===== src/rtl/ppc_pkg.sv =====
// Shared types and constants for the PCB pixel layer classifier.
// No dependencies; imported by the stage files, the top level and the testbench.
package ppc_pkg;

  localparam int unsigned CfgIdxW  = 4;
  localparam int unsigned CfgDataW = 21;

  localparam logic [CfgIdxW-1:0] REG_GOLD   = 4'd0;
  localparam logic [CfgIdxW-1:0] REG_SILK   = 4'd1;
  localparam logic [CfgIdxW-1:0] REG_BOTTOM = 4'd2;
  localparam logic [CfgIdxW-1:0] REG_COPPER = 4'd3;
  localparam logic [CfgIdxW-1:0] REG_SATMIN = 4'd4;
  localparam logic [CfgIdxW-1:0] REG_VALMIN = 4'd5;
  localparam logic [CfgIdxW-1:0] REG_MODE   = 4'd6;
  localparam logic [CfgIdxW-1:0] REG_BARE   = 4'd7;

  // mode bit positions
  localparam int unsigned MODE_TIN   = 0;
  localparam int unsigned MODE_WHITE = 1;
  localparam int unsigned MODE_BARE  = 2;
  localparam int unsigned MODE_BAND  = 3;

  typedef struct packed {
    logic [8:0]  gold;
    logic [7:0]  silk;
    logic [7:0]  bottom;
    logic [7:0]  copper;
    logic [7:0]  sat_min;
    logic [7:0]  val_min;
    logic [3:0]  mode;
    logic [20:0] bare;
  } cfg_t;

  // after color metrics
  typedef struct packed {
    logic [7:0]  mx;
    logic [7:0]  d;
    logic [7:0]  gray;
    logic [23:0] num;
    logic [16:0] dist2;
    logic [15:0] ksq;
  } s1_t;

  // after scaling products
  typedef struct packed {
    logic [7:0]  mx;
    logic [7:0]  gray;
    logic        d_nz;
    logic        lo_any;
    logic [24:0] sat_num;
    logic [24:0] sat_thr;
    logic [22:0] sat_40;
    logic [24:0] h2;
    logic [24:0] hue_lo;
    logic [24:0] hue_hi;
    logic [24:0] h161;
    logic [24:0] h260;
    logic [26:0] pd;
    logic [28:0] pk;
  } s2_t;

  typedef struct packed {
    logic metal;
    logic copper;
    logic mask_open;
    logic silk;
    logic bottom_open;
    logic bare_substrate;
  } lay_t;

endpackage


===== src/rtl/ppc_pix_if.sv =====
// Pixel input channel and layer result channel interfaces.
// Depends on nothing; used by the classifier top level.
interface ppc_pix_if;
  logic       valid;
  logic       ready;
  logic [7:0] red;
  logic [7:0] green;
  logic [7:0] blue;
  modport source (output valid, red, green, blue, input ready);
  modport sink   (input valid, red, green, blue, output ready);
endinterface

interface ppc_lay_if;
  logic valid;
  logic ready;
  logic metal;
  logic copper;
  logic mask_open;
  logic silk;
  logic bottom_open;
  logic bare_substrate;
  modport source (output valid, metal, copper, mask_open, silk, bottom_open,
                  bare_substrate, input ready);
  modport sink   (input valid, metal, copper, mask_open, silk, bottom_open,
                  bare_substrate, output ready);
endinterface


===== src/rtl/ppc_color.sv =====
// Stage 1: max/min, gray, hue numerator and distance to substrate color.
// Depends on ppc_pkg.
module ppc_color (
  input  logic          clk_i,
  input  logic          rst_ni,
  input  logic          en_i,
  input  logic          valid_i,
  input  logic [7:0]    red_i,
  input  logic [7:0]    green_i,
  input  logic [7:0]    blue_i,
  input  ppc_pkg::cfg_t cfg_i,
  output logic          valid_o,
  output ppc_pkg::s1_t  data_o
);
  import ppc_pkg::*;

  logic [7:0]         mx, mn, d;
  logic signed [25:0] rs, gs, bs, ds, num;
  logic [12:0]        gsum;
  logic signed [9:0]  dr, dg, db;
  logic signed [19:0] dsum;
  logic [6:0]         thr7, thr;
  logic [7:0]         k;
  s1_t                s1_d, s1_q;
  logic               valid_q;

  always_comb begin
    mx = red_i;
    if (green_i > mx) mx = green_i;
    if (blue_i > mx) mx = blue_i;
    mn = red_i;
    if (green_i < mn) mn = green_i;
    if (blue_i < mn) mn = blue_i;
    d = mx - mn;
    rs = $signed({18'd0, red_i});
    gs = $signed({18'd0, green_i});
    bs = $signed({18'd0, blue_i});
    ds = $signed({18'd0, d});
    // hue in hundredths of a degree times d; red wins ties, then green
    if (red_i == mx) begin
      num = 26'sd6000 * (gs - bs);
      if (num < 0) num = num + 26'sd36000 * ds;
    end else if (green_i == mx) begin
      num = 26'sd12000 * ds + 26'sd6000 * (bs - rs);
    end else begin
      num = 26'sd24000 * ds + 26'sd6000 * (rs - gs);
    end
    gsum = 13'(11 * red_i) + 13'({green_i, 4'b0}) + 13'(5 * blue_i);
    dr = $signed({2'b0, red_i})   - 10'sd160;
    dg = $signed({2'b0, green_i}) - 10'sd125;
    db = $signed({2'b0, blue_i})  - 10'sd64;
    dsum = dr * dr + dg * dg + db * db;
    thr7 = cfg_i.bare[20:14];
    thr  = (thr7 > 7'd100) ? 7'd100 : thr7;
    k    = 8'd201 - {thr, 1'b0};
    s1_d.mx    = mx;
    s1_d.d     = d;
    s1_d.gray  = gsum[12:5];
    s1_d.num   = num[23:0];
    s1_d.dist2 = dsum[16:0];
    s1_d.ksq   = k * k;
  end

  always_ff @(posedge clk_i or negedge rst_ni) begin
    if (!rst_ni) begin
      valid_q <= 1'b0;
    end else if (en_i) begin
      valid_q <= valid_i;
    end
  end

  always_ff @(posedge clk_i) begin
    if (en_i) s1_q <= s1_d;
  end

  assign valid_o = valid_q;
  assign data_o  = s1_q;
endmodule


===== src/rtl/ppc_scale.sv =====
// Stage 2: products that turn the divisions for sat and hue into compares.
// Depends on ppc_pkg.
module ppc_scale (
  input  logic          clk_i,
  input  logic          rst_ni,
  input  logic          en_i,
  input  logic          valid_i,
  input  ppc_pkg::s1_t  data_i,
  input  ppc_pkg::cfg_t cfg_i,
  output logic          valid_o,
  output ppc_pkg::s2_t  data_o
);
  import ppc_pkg::*;

  logic [8:0]  glo;
  logic [9:0]  ghi;
  logic [16:0] clo;
  logic [17:0] chi;
  logic [15:0] mxs;
  s2_t         s2_d, s2_q;
  logic        valid_q;

  always_comb begin
    glo = cfg_i.gold - 9'd24;
    ghi = {1'b0, cfg_i.gold} + 10'd25;
    clo = 17'(glo * 8'd200);
    chi = 18'(ghi * 8'd200);
    mxs = 16'(data_i.mx * ({1'b0, cfg_i.sat_min} + 9'd1));
    s2_d.mx      = data_i.mx;
    s2_d.gray    = data_i.gray;
    s2_d.d_nz    = (data_i.d != 8'd0);
    s2_d.lo_any  = (cfg_i.gold < 9'd24);
    // sat > S  <=>  131070*d + mx >= 512*mx*(S+1)
    s2_d.sat_num = 25'(17'd131070 * data_i.d) + 25'(data_i.mx);
    s2_d.sat_thr = {mxs, 9'b0};
    s2_d.sat_40  = 23'(15'd20480 * data_i.mx);
    // hue >= K  <=>  2*num + d >= 200*K*d
    s2_d.h2      = {data_i.num, 1'b0} + 25'(data_i.d);
    s2_d.hue_lo  = 25'(clo * data_i.d);
    s2_d.hue_hi  = 25'(chi * data_i.d);
    s2_d.h161    = 25'(15'd32200 * data_i.d);
    s2_d.h260    = 25'(16'd52000 * data_i.d);
    s2_d.pd      = 27'(11'd1600 * data_i.dist2);
    s2_d.pk      = 29'(13'd7803 * data_i.ksq);
  end

  always_ff @(posedge clk_i or negedge rst_ni) begin
    if (!rst_ni) begin
      valid_q <= 1'b0;
    end else if (en_i) begin
      valid_q <= valid_i;
    end
  end

  always_ff @(posedge clk_i) begin
    if (en_i) s2_q <= s2_d;
  end

  assign valid_o = valid_q;
  assign data_o  = s2_q;
endmodule


===== src/rtl/ppc_decide.sv =====
// Stage 3: threshold compares and layer decision, output register.
// Depends on ppc_pkg.
module ppc_decide (
  input  logic          clk_i,
  input  logic          rst_ni,
  input  logic          en_i,
  input  logic          valid_i,
  input  ppc_pkg::s2_t  data_i,
  input  ppc_pkg::cfg_t cfg_i,
  output logic          valid_o,
  output ppc_pkg::lay_t data_o
);
  import ppc_pkg::*;

  logic        sat_gt, sat_lt40, gold_hue, silver, metal, silk_raw, under, bare;
  logic [8:0]  cop_lo, cop_raw, cop_thr;
  logic [6:0]  fa, fc, lo, hi;
  logic [15:0] gp, glo_b, ghi_b;
  lay_t        lay_d, lay_q;
  logic        valid_q;

  always_comb begin
    sat_gt   = data_i.d_nz && (data_i.sat_num >= data_i.sat_thr);
    sat_lt40 = !data_i.d_nz || (data_i.sat_num < {2'b0, data_i.sat_40});
    gold_hue = data_i.d_nz && (data_i.lo_any || data_i.h2 >= data_i.hue_lo)
               && (data_i.h2 < data_i.hue_hi);
    silver   = sat_lt40 || (data_i.d_nz && data_i.h2 >= data_i.h161
               && data_i.h2 < data_i.h260);
    if (cfg_i.mode[MODE_TIN]) begin
      metal = silver && ({1'b0, data_i.mx} > cfg_i.gold);
    end else begin
      metal = gold_hue && sat_gt && (data_i.mx > cfg_i.val_min);
    end

    // copper threshold clamped into bottom+1 .. 254
    cop_lo  = {1'b0, cfg_i.bottom} + 9'd1;
    if (cop_lo > 9'd254) cop_lo = 9'd254;
    cop_raw = {1'b0, cfg_i.copper};
    if (cop_raw > 9'd254) cop_raw = 9'd254;
    cop_thr = (cop_raw < cop_lo) ? cop_lo : cop_raw;

    silk_raw = (data_i.gray > cfg_i.silk) && !metal;
    under    = !metal && !silk_raw && ({1'b0, data_i.gray} > cop_thr);

    // gray percent band, compared as 200*gray+255 against 510*pct
    fa = cfg_i.bare[6:0];
    fc = cfg_i.bare[13:7];
    lo = (fa < fc) ? fa : fc;
    hi = (fa < fc) ? fc : fa;
    if (lo > 7'd100) lo = 7'd100;
    if (hi > 7'd100) hi = 7'd100;
    gp    = 16'(data_i.gray * 8'd200) + 16'd255;
    glo_b = 16'(lo * 9'd510);
    ghi_b = 16'(({1'b0, hi} + 8'd1) * 9'd510);

    bare = 1'b0;
    if (cfg_i.mode[MODE_BARE] && !metal) begin
      if (cfg_i.mode[MODE_BAND]) begin
        bare = (gp >= glo_b) && (gp < ghi_b);
      end else begin
        bare = ({2'b0, data_i.pd} <= data_i.pk);
      end
    end

    lay_d.metal          = metal;
    lay_d.copper         = metal || under;
    lay_d.mask_open      = metal || (silk_raw && !cfg_i.mode[MODE_WHITE]);
    lay_d.silk           = silk_raw && !bare;
    lay_d.bottom_open    = data_i.gray > cfg_i.bottom;
    lay_d.bare_substrate = bare;
  end

  always_ff @(posedge clk_i or negedge rst_ni) begin
    if (!rst_ni) begin
      valid_q <= 1'b0;
    end else if (en_i) begin
      valid_q <= valid_i;
    end
  end

  always_ff @(posedge clk_i) begin
    if (en_i) lay_q <= lay_d;
  end

  assign valid_o = valid_q;
  assign data_o  = lay_q;
endmodule


===== src/rtl/pcb_pixel_layer_classifier.sv =====
// Three register stages (color metrics, scaling products, compares) take an
// accepted pixel beat to its result beat. Throughput: one pixel per cycle
// while the result side is ready; each stage holds only while the next one
// is full and stalled, so empty stages keep filling under backpressure.
// Reset: asynchronous active low; clears stage valid bits and loads the
// register defaults. Depends on ppc_pkg, ppc_pix_if/ppc_lay_if and stages.
module pcb_pixel_layer_classifier (
  input  logic                            clk_i,
  input  logic                            rst_ni,
  ppc_pix_if.sink                         pix_in,
  ppc_lay_if.source                       lay_out,
  input  logic                            cfg_we_i,
  input  logic [ppc_pkg::CfgIdxW-1:0]     cfg_idx_i,
  input  logic [ppc_pkg::CfgDataW-1:0]    cfg_data_i
);
  import ppc_pkg::*;

  cfg_t cfg_q;
  logic v1, v2, v3;
  logic en1, en2, en3;
  s1_t  s1;
  s2_t  s2;
  lay_t lay;

  always_ff @(posedge clk_i or negedge rst_ni) begin
    if (!rst_ni) begin
      cfg_q.gold    <= 9'd45;
      cfg_q.silk    <= 8'd200;
      cfg_q.bottom  <= 8'd100;
      cfg_q.copper  <= 8'd150;
      cfg_q.sat_min <= 8'd60;
      cfg_q.val_min <= 8'd100;
      cfg_q.mode    <= 4'd0;
      cfg_q.bare    <= 21'd0;
    end else if (cfg_we_i) begin
      case (cfg_idx_i)
        REG_GOLD:   cfg_q.gold    <= cfg_data_i[8:0];
        REG_SILK:   cfg_q.silk    <= cfg_data_i[7:0];
        REG_BOTTOM: cfg_q.bottom  <= cfg_data_i[7:0];
        REG_COPPER: cfg_q.copper  <= cfg_data_i[7:0];
        REG_SATMIN: cfg_q.sat_min <= cfg_data_i[7:0];
        REG_VALMIN: cfg_q.val_min <= cfg_data_i[7:0];
        REG_MODE:   cfg_q.mode    <= cfg_data_i[3:0];
        REG_BARE:   cfg_q.bare    <= cfg_data_i[20:0];
        default: ;
      endcase
    end
  end

  // a stage advances when it is empty or the next one advances
  assign en3 = !v3 || lay_out.ready;
  assign en2 = !v2 || en3;
  assign en1 = !v1 || en2;
  assign pix_in.ready = en1;

  ppc_color u_color (
    .clk_i   (clk_i),
    .rst_ni  (rst_ni),
    .en_i    (en1),
    .valid_i (pix_in.valid),
    .red_i   (pix_in.red),
    .green_i (pix_in.green),
    .blue_i  (pix_in.blue),
    .cfg_i   (cfg_q),
    .valid_o (v1),
    .data_o  (s1)
  );

  ppc_scale u_scale (
    .clk_i   (clk_i),
    .rst_ni  (rst_ni),
    .en_i    (en2),
    .valid_i (v1),
    .data_i  (s1),
    .cfg_i   (cfg_q),
    .valid_o (v2),
    .data_o  (s2)
  );

  ppc_decide u_decide (
    .clk_i   (clk_i),
    .rst_ni  (rst_ni),
    .en_i    (en3),
    .valid_i (v2),
    .data_i  (s2),
    .cfg_i   (cfg_q),
    .valid_o (v3),
    .data_o  (lay)
  );

  assign lay_out.valid          = v3;
  assign lay_out.metal          = lay.metal;
  assign lay_out.copper         = lay.copper;
  assign lay_out.mask_open      = lay.mask_open;
  assign lay_out.silk           = lay.silk;
  assign lay_out.bottom_open    = lay.bottom_open;
  assign lay_out.bare_substrate = lay.bare_substrate;

`ifndef SYNTH
  a_metal_layers: assert property (@(posedge clk_i) disable iff (!rst_ni)
    v3 && lay.metal |-> lay.copper && lay.mask_open)
    else $error("metal pixel without copper or mask opening");

  a_metal_excl: assert property (@(posedge clk_i) disable iff (!rst_ni)
    v3 && lay.metal |-> !lay.silk && !lay.bare_substrate)
    else $error("metal pixel also marked silk or bare");

  a_latency: assert property (@(posedge clk_i) disable iff (!rst_ni)
    pix_in.valid && pix_in.ready ##1 lay_out.ready ##1 lay_out.ready |=> v3)
    else $error("result missing three cycles after accepted beat");

  a_hold: assert property (@(posedge clk_i) disable iff (!rst_ni)
    v2 && !en3 |=> v2 && $stable(s2))
    else $error("stage two lost data under stall");
`endif
endmodule


===== src/flat_wrapper.sv =====
// flat-port wrapper written by rule: the top's interface ports become plain ports
module pcb_pixel_layer_classifier_flat import ppc_pkg::*;
  (clk_i, rst_ni, cfg_we_i, cfg_idx_i, cfg_data_i, pix_in_valid, pix_in_red, pix_in_green, pix_in_blue, pix_in_ready, lay_out_valid, lay_out_metal, lay_out_copper, lay_out_mask_open, lay_out_silk, lay_out_bottom_open, lay_out_bare_substrate, lay_out_ready);
  ppc_pix_if pix_in_i ();
  ppc_lay_if lay_out_i ();
  input  logic clk_i;
  input  logic rst_ni;
  input  logic cfg_we_i;
  input  logic [ppc_pkg::CfgIdxW-1:0] cfg_idx_i;
  input  logic [ppc_pkg::CfgDataW-1:0] cfg_data_i;
  input wire logic [$bits(pix_in_i.valid)-1:0] pix_in_valid;
  input wire logic [$bits(pix_in_i.red)-1:0] pix_in_red;
  input wire logic [$bits(pix_in_i.green)-1:0] pix_in_green;
  input wire logic [$bits(pix_in_i.blue)-1:0] pix_in_blue;
  output wire logic [$bits(pix_in_i.ready)-1:0] pix_in_ready;
  output wire logic [$bits(lay_out_i.valid)-1:0] lay_out_valid;
  output wire logic [$bits(lay_out_i.metal)-1:0] lay_out_metal;
  output wire logic [$bits(lay_out_i.copper)-1:0] lay_out_copper;
  output wire logic [$bits(lay_out_i.mask_open)-1:0] lay_out_mask_open;
  output wire logic [$bits(lay_out_i.silk)-1:0] lay_out_silk;
  output wire logic [$bits(lay_out_i.bottom_open)-1:0] lay_out_bottom_open;
  output wire logic [$bits(lay_out_i.bare_substrate)-1:0] lay_out_bare_substrate;
  input wire logic [$bits(lay_out_i.ready)-1:0] lay_out_ready;
  assign pix_in_i.valid = pix_in_valid;
  assign pix_in_i.red = pix_in_red;
  assign pix_in_i.green = pix_in_green;
  assign pix_in_i.blue = pix_in_blue;
  assign pix_in_ready = pix_in_i.ready;
  assign lay_out_valid = lay_out_i.valid;
  assign lay_out_metal = lay_out_i.metal;
  assign lay_out_copper = lay_out_i.copper;
  assign lay_out_mask_open = lay_out_i.mask_open;
  assign lay_out_silk = lay_out_i.silk;
  assign lay_out_bottom_open = lay_out_i.bottom_open;
  assign lay_out_bare_substrate = lay_out_i.bare_substrate;
  assign lay_out_i.ready = lay_out_ready;
  pcb_pixel_layer_classifier u_core (.clk_i(clk_i), .rst_ni(rst_ni), .pix_in(pix_in_i), .lay_out(lay_out_i), .cfg_we_i(cfg_we_i), .cfg_idx_i(cfg_idx_i), .cfg_data_i(cfg_data_i));
endmodule

===== config.mk =====
export PLATFORM = sky130hd
export DESIGN_NAME = pcb_pixel_layer_classifier_flat
export DESIGN_NICKNAME = d
export VERILOG_FILES = /design/src/rtl/ppc_pkg.sv /design/src/rtl/ppc_pix_if.sv /design/src/rtl/ppc_color.sv /design/src/rtl/ppc_scale.sv /design/src/rtl/ppc_decide.sv /design/src/rtl/pcb_pixel_layer_classifier.sv /design/src/flat_wrapper.sv
export SDC_FILE = /design/constraint.sdc
export NUM_CORES = 2
export LEC_CHECK = 0
export BUFFER_PORTS_ARGS = -buffer_cell sky130_fd_sc_hd__buf_2
export CAP_MARGIN = 10
export CORE_MARGIN = 3
export CORE_UTILIZATION = 65
export CTS_CLUSTER_DIAMETER = 40
export DETAILED_ROUTE_END_ITERATION = 7
export PLACE_DENSITY_LB_ADDON = 0.12
export SYNTH_ARGS = -nofsm -noshare
export SYNTH_HDL_FRONTEND = slang
export SYNTH_SLANG_ARGS = --single-unit

===== constraint.sdc =====
create_clock -name clk_i -period 16.1 [get_ports clk_i]
set_input_delay 2.415 -clock clk_i [delete_from_list [all_inputs] [get_ports clk_i]]
set_output_delay 2.415 -clock clk_i [all_outputs]
set_load 0.05 [all_outputs]

==> results by group <==
Cells and area
  • Most common cell after layout, fill and taps aside: inv_1
  • Antenna Cells: 0
  • Non-Filler Instances: 8230
  • Layout cells sized above 1: 4.98%
  • Multi-input gate area: 48900 um2
  • Fillers: 7675
  • Layout overhead on the synthesized area: 6.41%
  • Total Nets Final: 8988
  • Commonest non-fill, non-tap cells in the layout: inv_1, ha_1, fa_1
  • Register area: 10700 um2

Setup path
  • Worst setup path category: in -> reg
  • CP top delay family: compound AO/OA/AOI/OAI gates
  • CP max FO: 15
  • WP buf/inv: 7
  • Crit path launch type: input pin
  • Crit end category: register
  • Critical Path AT: 14.55 ns
  • Most common cell on crit path: ha_1
  • Worst Path Required: 16.44 ns
  • Slowest cell delay on critical path: 0.59 ns
  • Slowest-stage cell, CP: mux2i_1

STA
  • Crit share post-route: 88.2%
  • Setup Skew: 0.0253 ns
  • Fin. Hold Viols: 0
  • Max-slew violations: 0
  • Finish-stage setup viols: 0
  • Min cycle time layout: 14.20 ns
  • Highest clock rate: 0.0704 GHz
  • RSZ-0062 raised after global routing: false
  • Setup_tns: 0 ns
  • Worst slew margin: 21.4%
  • Worst-margin pin slew: 1.18 ns

Global route
  • Largest net degree at the start of global routing: 79
  • First-pass GRT wire length: 255000 um
  • Initial antenna violation count: 1
  • Vias in the first global route: 48600
  • Remaining Overflow, GRT: 0
  • GRT Util Overall: 31.1%

Logic synthesis
  • Share of the synthesized area in the top cell type: 24.4%
  • Synth Warn #: 0
  • Post-Synthesis Cells: 6798
  • Mapped cell area: 65500 um2
  • Synth cell types: 93
  • EDFF count, synth: 291
  • Sequential share of the synthesized area: 16.3%
  • Synth top area cells: fa_1, ha_1, edfxtp_1
  • Mean Syn Cell Area: 9.64 um2
  • FFs w/ async S/R, synth: 20.9%
  • Seq cells post-synth: 368
  • Ys flop type: edfxtp_1
  • Area leader, netlist: fa_1

Clock network
  • Sink Count: 368
  • CTS tree: done
  • CTS root buffer: clkbuf_16
  • Latest clock arrival within the worst-skew pair: 0.61 ns
  • H-Tree Depth: 3
  • Clock Tree Buf Depth: 3
  • Post-CTS sizing: 0
  • Hold_buf cts: 0
  • Clock transition at path regs: 0.05 ns
  • Setup bufs post-CTS: 0
  • CTS buffer count: 66

Place
  • Final HPWL DP: 130000 um
  • Inst Count DP: 8111
  • Placer's final routability congestion estimate: 0.935
  • PortBufs: 61

Drt
  • Post-DR vias/cell: 5.64
  • Drt first pass iters: 7
  • Detailed Route WL: 157000 um
  • Per-cell routed wire length: 19.1 um
  • Initial drt markers: 2718
  • DRC Markers: 0
  • ANT nets after route: 0
  • Vias after detailed routing: 46400

Status
  • Status: finished clean

Floorplanning
  • Row count: 115
  • Width of the die: 324 um
  • Die area: 105000 um2
  • Die height: 324 um
  • Starting Density: 66.1%
  • I/O pin count: 62
  • Core ar.: 99100 um2

Hold path
  • Worst hold path type: reg -> reg

Run
  • Max cap viols: 0
## sequential cells by signal, summed over array words and instances, names as in the netlist
| name | cells |
|---|---|
| u_core.u_decide.valid_o | 1 |
| u_core.u_decide.data_o | 6 |
| u_core.u_scale.data_o | 211 |
| u_core.u_color.valid_o | 1 |
| u_core.cfg_q | 74 |
| u_core.u_scale.valid_o | 1 |
| u_core.u_color.data_o | 74 |
## cells in the mapped netlist (66+ instances only)
master       n
nand2b_1    79
nor3_1      72
fa_1       798
mux2_2      66
a21o_1     137
a21oi_1    302
inv_1     1517
clkbuf_1    71
ha_1      1244
nor2_1     342
xor2_1     120
o21ai_0    223
o21bai_1    66
nor2b_1     85
xnor2_1    324
edfxtp_1   291
nand2_1    342
and2_1     132
## cell families (layout without fill, tap and decap cells)
logic type	count (synthesis)	in the layout	share of synthesized area [%]
simple gates	1263	1263	9.28
mux	111	111	1.82
other cells	2	9	0.0115
buf+inv	1604	1742	9.20
xor+xnor	444	444	5.93
fa+ha+maj	2043	2043	48.1
compound gates	963	963	9.30
flops	368	368	16.3
## final timing paths
path / startpoint / endpoint / slack [ns] / cells past startpoint
worst max-delay path: pix_in_red[0] / u_core.u_color.data_o[56]$_DFFE_PP_ / 1.90 / 51
worst min-delay path: u_core.u_color.data_o[63]$_DFFE_PP_ / u_core.u_scale.data_o[262]$_DFFE_PP_ / 0.41 / 0
worst max register to register: u_core.cfg_q[8]$_DFFE_PN0P_ / u_core.u_decide.data_o[0]$_DFFE_PP_ / 6.30 / 38
worst min register to register: u_core.u_color.data_o[63]$_DFFE_PP_ / u_core.u_scale.data_o[262]$_DFFE_PP_ / 0.41 / 0
max in group asynchronous: rst_ni / u_core.cfg_q[61]$_DFFE_PN0P_ / 13.33 / 2
min in group asynchronous: rst_ni / u_core.cfg_q[18]$_DFFE_PN0P_ / 1.62 / 1
## per-layer routing
| metal | wire length [um] | GRT usage [%] |
|---|---|---|
| met1 | 67500 | 40.7 |
| met5 | 0 | 0 |
| met3 | 7000 | 2.93 |
| met4 | 6600 | 11.9 |
| met2 | 75900 | 53.7 |
## metrics by stage
stage	hold WS, ns	util (%)	area (um2)	worst slack (ns)
6_report	0.413	70.3	69700	1.90
5_1_grt	0.423	70.3	69700	0.998
4_1_cts	0.415	70.3	69700	2.03
3_5_place_dp	0.405	68.1	67500	1.44
3_3_place_gp	0.402	68.1	67500	1.57
2_1_floorplan	0.400	-	65600	3.00
## cell type report
class,instances,area share (%)
clock inverter,50,0.845
inverter,1526,8.21
sequential,368,15.3
multi-input combinational,4833,70.1
clock buffer,69,2.41
tap,1287,2.31
timing repair buffer,97,0.829
Power is left out: the tool's default activity adds up to more than one toggle a clock period on the data nets, which glitch-free logic cannot reach.
